### src/hdl/msc_pkg.sv
// ----------------------------------------------------------------------------
// msc_pkg
// Types and codes shared by the MOSI snoop coherence controller modules.
// ----------------------------------------------------------------------------
package msc_pkg;

  localparam int CMD_W   = 3;
  localparam int LINE_W  = 8;
  localparam int RID_W   = 4;
  localparam int REQ_W   = 2;
  localparam int STATE_W = 3;

  // coherence states of a line
  localparam logic [STATE_W-1:0] ST_I  = 3'd0;
  localparam logic [STATE_W-1:0] ST_IS = 3'd1;
  localparam logic [STATE_W-1:0] ST_IM = 3'd2;
  localparam logic [STATE_W-1:0] ST_S  = 3'd3;
  localparam logic [STATE_W-1:0] ST_SM = 3'd4;
  localparam logic [STATE_W-1:0] ST_O  = 3'd5;
  localparam logic [STATE_W-1:0] ST_OM = 3'd6;
  localparam logic [STATE_W-1:0] ST_M  = 3'd7;

  // item commands
  localparam logic [CMD_W-1:0] CMD_LOAD  = 3'd0;
  localparam logic [CMD_W-1:0] CMD_STORE = 3'd1;
  localparam logic [CMD_W-1:0] CMD_GETS  = 3'd2;
  localparam logic [CMD_W-1:0] CMD_GETM  = 3'd3;
  localparam logic [CMD_W-1:0] CMD_DATA  = 3'd4;

  // bus requests
  localparam logic [REQ_W-1:0] REQ_NONE = 2'd0;
  localparam logic [REQ_W-1:0] REQ_GETS = 2'd1;
  localparam logic [REQ_W-1:0] REQ_GETM = 2'd2;

  typedef struct packed {
    logic [CMD_W-1:0]  cmd;
    logic [LINE_W-1:0] line_index;
    logic [RID_W-1:0]  requester_id;
  } item_t;

  typedef struct packed {
    logic [REQ_W-1:0]  bus_request;
    logic [LINE_W-1:0] line_out;
    logic              data_to_proc;
    logic              data_on_bus;
    logic [RID_W-1:0]  data_dest;
    logic              assert_shared;
    logic              miss;
    logic              protocol_error;
  } result_t;

  // controller to datapath
  typedef struct packed {
    logic load;    // capture item, read its table entry
    logic commit;  // write back state, load result register
  } dp_cmd_t;

  // datapath to controller
  typedef struct packed {
    logic out_busy;  // result register holds a beat that is not taken this cycle
  } dp_stat_t;

endpackage

### src/hdl/msc_ctrl.sv
// ----------------------------------------------------------------------------
// msc_ctrl
// Sequencer: accept an item, wait in LOOKUP for the registered table read, then
// commit once the result register can take the beat.
// ----------------------------------------------------------------------------
module msc_ctrl (
  input  logic              clk,
  input  logic              rst,
  input  logic              item_valid,
  output logic              item_ready,
  input  msc_pkg::dp_stat_t stat,
  output msc_pkg::dp_cmd_t  cmd
);

  localparam logic S_IDLE   = 1'b0;
  localparam logic S_LOOKUP = 1'b1;

  logic state;
  logic state_next;

  always_comb begin
    state_next = state;
    cmd.load   = 1'b0;
    cmd.commit = 1'b0;
    unique case (state)
      S_IDLE: begin
        if (item_valid) begin
          cmd.load   = 1'b1;
          state_next = S_LOOKUP;
        end
      end
      S_LOOKUP: begin
        // hold until the previous result beat leaves
        if (!stat.out_busy) begin
          cmd.commit = 1'b1;
          state_next = S_IDLE;
        end
      end
      default: state_next = S_IDLE;
    endcase
  end

  assign item_ready = (state == S_IDLE);

  always_ff @(posedge clk) begin
    if (rst) begin
      state <= S_IDLE;
    end else begin
      state <= state_next;
    end
  end

endmodule

### src/hdl/msc_datapath.sv
// ----------------------------------------------------------------------------
// msc_datapath
// Line state table with valid bits, item register, MOSI transition logic
// and the result register.
// ----------------------------------------------------------------------------
module msc_datapath #(
  parameter int LINES   = 256,
  parameter int MODULES = 16
) (
  input  logic              clk,
  input  logic              rst,
  input  msc_pkg::item_t    item,
  input  msc_pkg::dp_cmd_t  cmd,
  output msc_pkg::dp_stat_t stat,
  output logic              result_valid,
  input  logic              result_ready,
  output msc_pkg::result_t  result
);

  // only indexes reachable by an 8-bit line number get storage
  localparam int REACH = 1 << msc_pkg::LINE_W;
  localparam int DEPTH = (LINES < REACH) ? LINES : REACH;
  localparam int IDX_W = (DEPTH > 1) ? $clog2(DEPTH) : 1;

  // reciprocal remainder by a constant, exact for any 8-bit operand
  localparam int RECIP_SHIFT = 16;
  localparam int PROD_W      = msc_pkg::LINE_W + RECIP_SHIFT + 1;
  localparam int IDX_RECIP   = ((1 << RECIP_SHIFT) + DEPTH - 1) / DEPTH;
  localparam int DEST_RECIP  = ((1 << RECIP_SHIFT) + MODULES - 1) / MODULES;

  function automatic logic [msc_pkg::LINE_W-1:0] mod_const(
      input logic [msc_pkg::LINE_W-1:0] v,
      input logic [PROD_W-1:0]          recip,
      input logic [PROD_W-1:0]          m);
    logic [PROD_W-1:0] prod;
    logic [PROD_W-1:0] quot;
    logic [PROD_W-1:0] rem;
    prod = PROD_W'(v) * recip;
    quot = prod >> RECIP_SHIFT;
    rem  = PROD_W'(v) - quot * m;
    return rem[msc_pkg::LINE_W-1:0];
  endfunction

  logic [msc_pkg::STATE_W-1:0] mem [DEPTH];
  logic [DEPTH-1:0]            valid;
  logic [msc_pkg::STATE_W-1:0] rd_data;
  logic [IDX_W-1:0]            idx;
  msc_pkg::item_t              item_q;

  logic [IDX_W-1:0]            idx_in;
  logic [msc_pkg::LINE_W-1:0]  idx_rem;
  logic [msc_pkg::LINE_W-1:0]  dest_rem;
  logic [msc_pkg::STATE_W-1:0] st;
  logic [msc_pkg::STATE_W-1:0] nst;
  msc_pkg::result_t            res;
  logic                        is_proc;
  logic                        is_snoop;
  logic                        store;

  assign idx_rem  = mod_const(item.line_index, PROD_W'(IDX_RECIP), PROD_W'(DEPTH));
  assign idx_in   = idx_rem[IDX_W-1:0];
  assign dest_rem = mod_const({{(msc_pkg::LINE_W - msc_pkg::RID_W){1'b0}},
                               item_q.requester_id},
                              PROD_W'(DEST_RECIP), PROD_W'(MODULES));

  // an entry never written since reset reads as Invalid
  assign st = valid[idx] ? rd_data : msc_pkg::ST_I;

  assign is_proc  = (item_q.cmd == msc_pkg::CMD_LOAD) || (item_q.cmd == msc_pkg::CMD_STORE);
  assign is_snoop = (item_q.cmd == msc_pkg::CMD_GETS) || (item_q.cmd == msc_pkg::CMD_GETM)
                 || (item_q.cmd == msc_pkg::CMD_DATA);
  assign store    = (item_q.cmd == msc_pkg::CMD_STORE);

  always_comb begin
    nst                = st;
    res                = '0;
    res.line_out       = item_q.line_index;
    if (is_proc) begin
      unique case (st) inside
        msc_pkg::ST_I: begin
          res.bus_request = store ? msc_pkg::REQ_GETM : msc_pkg::REQ_GETS;
          nst             = store ? msc_pkg::ST_IM : msc_pkg::ST_IS;
          res.miss        = 1'b1;
        end
        msc_pkg::ST_IS, msc_pkg::ST_IM: begin
          res.protocol_error = 1'b1;
        end
        msc_pkg::ST_S, msc_pkg::ST_O: begin
          if (store) begin
            res.bus_request = msc_pkg::REQ_GETM;
            nst             = (st == msc_pkg::ST_S) ? msc_pkg::ST_SM : msc_pkg::ST_OM;
            res.miss        = 1'b1;
          end else begin
            res.data_to_proc = 1'b1;
          end
        end
        msc_pkg::ST_M: begin
          res.data_to_proc = 1'b1;
        end
        default: begin
          // SM and OM drop processor requests
        end
      endcase
    end else if (is_snoop) begin
      unique case (st)
        msc_pkg::ST_IS: begin
          if (item_q.cmd == msc_pkg::CMD_DATA) begin
            res.data_to_proc = 1'b1;
            nst              = msc_pkg::ST_S;
          end
        end
        msc_pkg::ST_IM: begin
          if (item_q.cmd == msc_pkg::CMD_DATA) begin
            res.data_to_proc = 1'b1;
            nst              = msc_pkg::ST_M;
          end
        end
        msc_pkg::ST_S: begin
          if (item_q.cmd == msc_pkg::CMD_GETS) begin
            res.assert_shared = 1'b1;
          end else if (item_q.cmd == msc_pkg::CMD_GETM) begin
            nst = msc_pkg::ST_I;
          end
        end
        msc_pkg::ST_SM: begin
          if (item_q.cmd == msc_pkg::CMD_GETS) begin
            res.assert_shared = 1'b1;
          end else if (item_q.cmd == msc_pkg::CMD_DATA) begin
            res.data_to_proc = 1'b1;
            nst              = msc_pkg::ST_M;
          end
        end
        msc_pkg::ST_O: begin
          if (item_q.cmd == msc_pkg::CMD_GETS) begin
            res.data_on_bus   = 1'b1;
            res.assert_shared = 1'b1;
          end else if (item_q.cmd == msc_pkg::CMD_GETM) begin
            res.data_on_bus = 1'b1;
            nst             = msc_pkg::ST_I;
          end
        end
        msc_pkg::ST_OM: begin
          // OM ignores DATA; a snooped GETM sends it back to IM
          if (item_q.cmd == msc_pkg::CMD_GETS) begin
            res.data_on_bus   = 1'b1;
            res.assert_shared = 1'b1;
          end else if (item_q.cmd == msc_pkg::CMD_GETM) begin
            res.data_on_bus   = 1'b1;
            res.assert_shared = 1'b1;
            nst               = msc_pkg::ST_IM;
          end
        end
        msc_pkg::ST_M: begin
          if (item_q.cmd == msc_pkg::CMD_GETS) begin
            res.data_on_bus   = 1'b1;
            res.assert_shared = 1'b1;
            nst               = msc_pkg::ST_O;
          end else if (item_q.cmd == msc_pkg::CMD_GETM) begin
            res.data_on_bus = 1'b1;
            nst             = msc_pkg::ST_I;
          end
        end
        default: begin
          // Invalid: nothing to snoop
        end
      endcase
    end
    if (res.data_on_bus) begin
      res.data_dest = dest_rem[msc_pkg::RID_W-1:0];
    end
  end

  // table: read on load, write back on commit
  always_ff @(posedge clk) begin
    if (cmd.load) begin
      rd_data <= mem[idx_in];
      idx     <= idx_in;
      item_q  <= item;
    end
    if (cmd.commit) begin
      mem[idx] <= nst;
    end
  end

  always_ff @(posedge clk) begin
    if (rst) begin
      valid <= '0;
    end else if (cmd.commit) begin
      valid[idx] <= 1'b1;
    end
  end

  // result register
  always_ff @(posedge clk) begin
    if (rst) begin
      result_valid <= 1'b0;
    end else if (cmd.commit) begin
      result_valid <= 1'b1;
    end else if (result_ready) begin
      result_valid <= 1'b0;
    end
  end

  always_ff @(posedge clk) begin
    if (cmd.commit) begin
      result <= res;
    end
  end

  assign stat.out_busy = result_valid && !result_ready;

endmodule

### src/hdl/mosi_snoop_coherence_controller.sv
// ----------------------------------------------------------------------------
// mosi_snoop_coherence_controller
// Snooping MOSI coherence controller for one cache, one result per item.
// ----------------------------------------------------------------------------
// For each item, the accept edge reads the line's entry from the state table
// (a registered read port), and the commit edge writes the new state back and
// loads the result register. The next item is accepted only after that write
// back, so the block holds one item at a time. The result register lets an
// item enter while the previous result beat waits; the write back stalls only
// while that beat is still held. Every line starts Invalid: a valid bit per
// table entry, cleared by reset, masks entries never written, so no clearing
// pass is needed.
module mosi_snoop_coherence_controller #(
  parameter int LINES   = 256,
  parameter int MODULES = 16
) (
  input  logic             clk,
  input  logic             rst,
  input  logic             item_valid,
  output logic             item_ready,
  input  msc_pkg::item_t   item,
  output logic             result_valid,
  input  logic             result_ready,
  output msc_pkg::result_t result
);

  msc_pkg::dp_cmd_t  dp_cmd;
  msc_pkg::dp_stat_t dp_stat;

  msc_ctrl u_ctrl (
    .clk        (clk),
    .rst        (rst),
    .item_valid (item_valid),
    .item_ready (item_ready),
    .stat       (dp_stat),
    .cmd        (dp_cmd)
  );

  msc_datapath #(
    .LINES   (LINES),
    .MODULES (MODULES)
  ) u_datapath (
    .clk          (clk),
    .rst          (rst),
    .item         (item),
    .cmd          (dp_cmd),
    .stat         (dp_stat),
    .result_valid (result_valid),
    .result_ready (result_ready),
    .result       (result)
  );

endmodule

### config.mk
export PLATFORM = sky130hd
export DESIGN_NAME = mosi_snoop_coherence_controller
export DESIGN_NICKNAME = d
export VERILOG_FILES = /design/src/hdl/msc_pkg.sv /design/src/hdl/msc_ctrl.sv /design/src/hdl/msc_datapath.sv /design/src/hdl/mosi_snoop_coherence_controller.sv
export SDC_FILE = /design/constraint.sdc
export NUM_CORES = 1
export LEC_CHECK = 0
export BUFFER_PORTS_ARGS = -buffer_cell sky130_fd_sc_hd__buf_4
export CAP_MARGIN = 20
export CORE_MARGIN = 3
export CORE_UTILIZATION = 45
export DETAILED_ROUTE_END_ITERATION = 6
export PLACE_DENSITY = 0.6
export SYNTH_ARGS = -nofsm -noshare
export SYNTH_HDL_FRONTEND = slang
export SYNTH_SLANG_ARGS = --single-unit
### constraint.sdc
create_clock -name clk -period 27 [get_ports clk]
set_input_delay 4.05 -clock clk [delete_from_list [all_inputs] [get_ports clk]]
set_output_delay 4.05 -clock clk [all_outputs]
set_load 0.005 [all_outputs]
==> Yosys cells after proc, flatten, opt, wreduce, memory -nomap -nowiden <==
Memory sizes are Yosys's and may differ from the RTL's. A register that Yosys moved wholly into a read port is not among the register bits.
Cells that the tools add are included.
{ "classes": {"bitwise": 3, "order_cmp": 2, "n_reduce_logical": 14, "muxes": 49, "n_eq_ne": 11} }
{ "ops": {"columns": ["op", "n"], "rows": [
  ["256-bit bitwise OR", 1],
  ["3-bit 2-to-1 mux", 12],
  ["1-bit 2-to-1 mux", 22],
  ["3-bit case mux with 6 select lines", 1],
  ["3-bit == test (second input constant)", 5],
  ["3-bit by 2-bit == test with 1-bit output (second input constant)", 4],
  ["2-bit 2-to-1 mux", 5],
  ["1-bit case mux with 2 select lines", 5],
  ["8-bit by 9-bit < comparator with 1-bit output (second input constant)", 1],
  ["1-bit binary-select mux with 8-bit select", 1],
  ["1-bit demux with 8-bit select", 1],
  ["8-bit by 1-bit greater-or-equal comparator with 1-bit output (second input constant)", 1],
  ["3-bit by 1-bit == test with 1-bit output (second input constant)", 2],
  ["3-bit logical NOT", 2],
  ["3-bit case mux with 2 select lines", 1],
  ["2-bit OR reduction", 3],
  ["2-bit case mux with 2 select lines", 1],
  ["4-bit OR reduction", 1],
  ["1-bit logical OR", 3],
  ["3-bit OR reduction", 1],
  ["1-bit logical AND", 2],
  ["1-bit inverter", 2],
  ["2-bit nonzero test", 1],
  ["1-bit logical NOT", 1]
]} }
{ "totals": {"input_bits": 19, "register_bits": 292, "n_memories": 1, "ramBits": 768, "elab_cells": 94} }
{ "memory_table": {"columns": ["name", "words", "word_bits", "rd", "rd_ports_with_merged_regs", "write_ports", "line", "rtl"], "rows": [
  ["u_datapath.mem", 256, 3, 1, 1, 1, "msc_datapath.sv:44", "logic [msc_pkg::STATE_W-1:0] mem [DEPTH];"]
]} }

==> Depth between registers and ports, before layout <==
{ "depth": {"ltp_word": 8, "ltp_mapped": 14} }

==> Modules after synthesis <==
From an unflattened synthesis, not the netlist that was laid out.
{ "unflattened": {"cells_unflattened": 2510, "hier_area_um2": 41512.3} }
{ "modules_own_cells": {"columns": ["module", "cells_each", "seq_area_each_um2", "area_per_inst_um2", "n_inst"], "rows": [
  ["msc_datapath", 2504, 29318.1, 41462.3, 1],
  ["msc_ctrl", 6, 20.0, 50.0, 1]
]} }

==> Worst setup path before layout <==
OpenSTA, ideal clock, no wires.
{ "synth_path": {"kind": "reg-to-reg", "from": "register u_datapath.item_q[4] (netlist name)", "to": "memory u_datapath.mem[0][0] in the netlist's numbering (data pin)", "setup_time_ns": 1.533, "n_path_buf": 3, "t_required_ns": 25.467, "stages_incl_launch_ff": 11, "slack_ns": 16.271, "period_less_slack_ns": 10.729, "arrival_time_ns": 9.196, "cell_sequence": "edfxtp_1 buf_2 buf_2 mux4_2 mux4_2 nor4_1 nor3_1 a21oi_1 a31oi_1 buf_2 o211ai_1"} }
{ "synth_lines": {"columns": ["element", "line"], "rows": [
  ["end: declaration", "msc_datapath.sv:44"]
]} }

==> results.toml <==
[job]
maxCapViolations = 0

[yosys]
async_flop_share = 0
synth_nets = 2486
ys_seq_area_frac = 0.710
synth_seq_cells = 1063
syn_avg_cell_area_um2 = 16.7
yosysWarnings = 0
synth_edf_count = 805
yosysUniqueCellTypes = 45
synth_area_mm2 = 0.0413
netlist_instances = 2467
synthFlopType = "edfxtp_1"

[cells_and_area]
final_util = 0.513
areaGrowthSynthToFinish_pct = 12.4
fin_nets = 2515
register_area_mm2 = 0.0293
multiInputGateArea_mm2 = 0.0114
final_cells = 3768
fill_cells = 7335
fin_area_mm2 = 0.0464
drive_gt1_frac = 0.234
layout_common_cells = "805 x edfxtp_1, 736 x nor2_1, 326 x mux4_2"
layout.cells.most_common = "edfxtp_1"

[routing]
routedWlPerCell_um = 27.4
dr_total_vias = 22000
drt_iter0_drc = 2572
wirelength_um = 103000
firstDrtPassIters = 5
ant_nets = 0
drcViolationCount = 0
via_per_inst = 5.85

[die]
start_util = 0.456
core_area_mm2 = 0.0906
num_rows = 110
ios = 40
dieArea_mm2 = 0.0955
fp.dieH_um = 309
fp.dieW_um = 309

[setup_path]
path_class = "in -> reg"
cp_max_fo = 50
crit_required_ns = 27.41
arrival_ns = 8.45
startpoint_type = "input port"
endpoint_kind = "flop"
r2r_slack_ns = 19.85

[pwr]
power.density_mw_per_mm2 = 75.1
vdd_drop_max_v = 0.0000554
p_leak_nw = 14.9

[placement]
portBuffers = 39
gp_congestion = 0.788
dp.cells = 3558
place_area_mm2 = 0.0428
dpl.hpwl_um = 62800

[timing]
setup_viol = 0
rsz0062_at_grt = "no"
skew_ns = 0.0236
timing.slew.headroom = 0.268
fmax_mhz = 124
fin_crit_sh = 0.298
period_minus_slack_ns = 8.04
finalHoldViolCount = 0
tightest_slew_ns = 1.10
setup_tns_ns = 0
slew_violations = 0

[cts]
cts_max_level = 3
ctsResizeCount = 0
clock_tree.root_cell = "clkbuf_16"
clkLatencyLatePin_ns = 0.67
cts_setup_buffers = 0
cts_tree = "yes"
clkTransAtPathRegs_ns = 0.06
clkSinkCount = 1063
cts_buffers = 108
clockBufferDepth = 3
cts_hold_buffers = 0

[global_routing]
grt_pass1_wl_um = 152000
met2_usage = 0.360
grt_max_degree = 165
grtUsageTotal = 0.218
antenna_found_initial = 4
top_usage_layer = "met2"
grt_overflow_total = 0
met1_usage = 0.303
grt_pass1_vias = 22500
use_met3 = 0.0416

[run_status]
outcome = "finished, final reports clean"

[worst_hold_path]
hold_class = "reg -> reg"
==> worst max-delay path, stage by stage <==
cell and delay, ns:
buf_8 0.40, buf_4 0.87, buf_4 0.83, mux4_2 0.61, mux4_2 0.53, mux4_2 0.52, mux4_2 0.49
==> path summary, 6_finish.rpt <==
| kind | cells after the start | start | to |
|---|---|---|---|
| setup / recovery | 7 | item[4] | u_datapath.rd_data[0] |
| hold / removal | 2 | u_datapath.valid[251] | u_datapath.valid[251] |
| setup reg to reg | 14 | u_datapath.item_q[4] | u_datapath.mem[64][0] |
| hold reg to reg | 2 | u_datapath.valid[251] | u_datapath.valid[251] |
==> registers in the layout, summed over array words and instances (netlist names) <==
signal                   count
u_datapath.mem             768
u_ctrl.state                 1
u_datapath.item_q           15
u_datapath.valid           256
u_datapath.rd_data           3
u_datapath.result           19
u_datapath.result_valid      1
==> per-layer routing <==
layer	routed length, um	part of all wire
met5	23	0.00022
met4	2070	0.020
met3	8310	0.081
met2	50700	0.49
met1	42100	0.41
==> through the flow <==
step	worst slack [ns]	hold WS (ns)	power, mW
2_1_floorplan	16.27	0.421	1.98
3_3_place_gp	18.19	0.445	2.04
3_5_place_dp	18.12	0.453	2.04
4_1_cts	18.83	0.467	3.51
5_1_grt	18.57	0.485	3.60
6_report	18.96	0.459	3.49
==> logic make-up after synthesis <==
logic type,synth area share
multiplexers,0.182
AND/OR/NAND/NOR,0.0778
flip-flops,0.710
AO/OA/AOI/OAI,0.0137
XOR/XNOR,0.000424
buffers and inverters,0.0159
==> where the power goes <==
part	leakage, nW	total, mW	internal (mW)	switching [mW]
clock network	1.75	1.48	0.865	0.613
logic	3.75	0.200	0.0657	0.134
registers	9.44	1.81	1.80	0.00816
==> final cells by class <==
| type | instances | share of cell area |
|---|---|---|
| clock inverters | 42 | 0.00868 |
| inverters | 11 | 0.000889 |
| flip-flops and latches | 1063 | 0.632 |
| diodes | 1 | 0.0000539 |
| clock buffers | 163 | 0.0679 |
| multi-input cells | 1243 | 0.245 |
| repair buffers | 69 | 0.0137 |
| well taps | 1176 | 0.0317 |
==> cell usage after synthesis (all sizes together) (2+ instances only) <==
library cell,instances,area share
clkinv,2,0.00018
mux2i,17,0.0041
nand2b,3,0.00045
dfxtp,258,0.13
inv,9,0.00082
nor3b,2,0.00036
o211ai,5,0.00091
o21a,2,0.00036
nor4,2,0.00030
and2,3,0.00045
a21boi,3,0.00055
mux4,326,0.18
nand2,38,0.0035
clkbuf,104,0.0094
a32o,2,0.00048
buf,46,0.0055
o21ai,6,0.00073
nor3,9,0.0011
a31o,2,0.00042
nor2b,9,0.0014
edfxtp,805,0.59
a21oi,15,0.0018
o21ba,27,0.0065
nand3,11,0.0013
a31oi,4,0.00061
and3,5,0.00076
nor2,736,0.067
No activity file was read; power rests on OpenSTA's default activity.
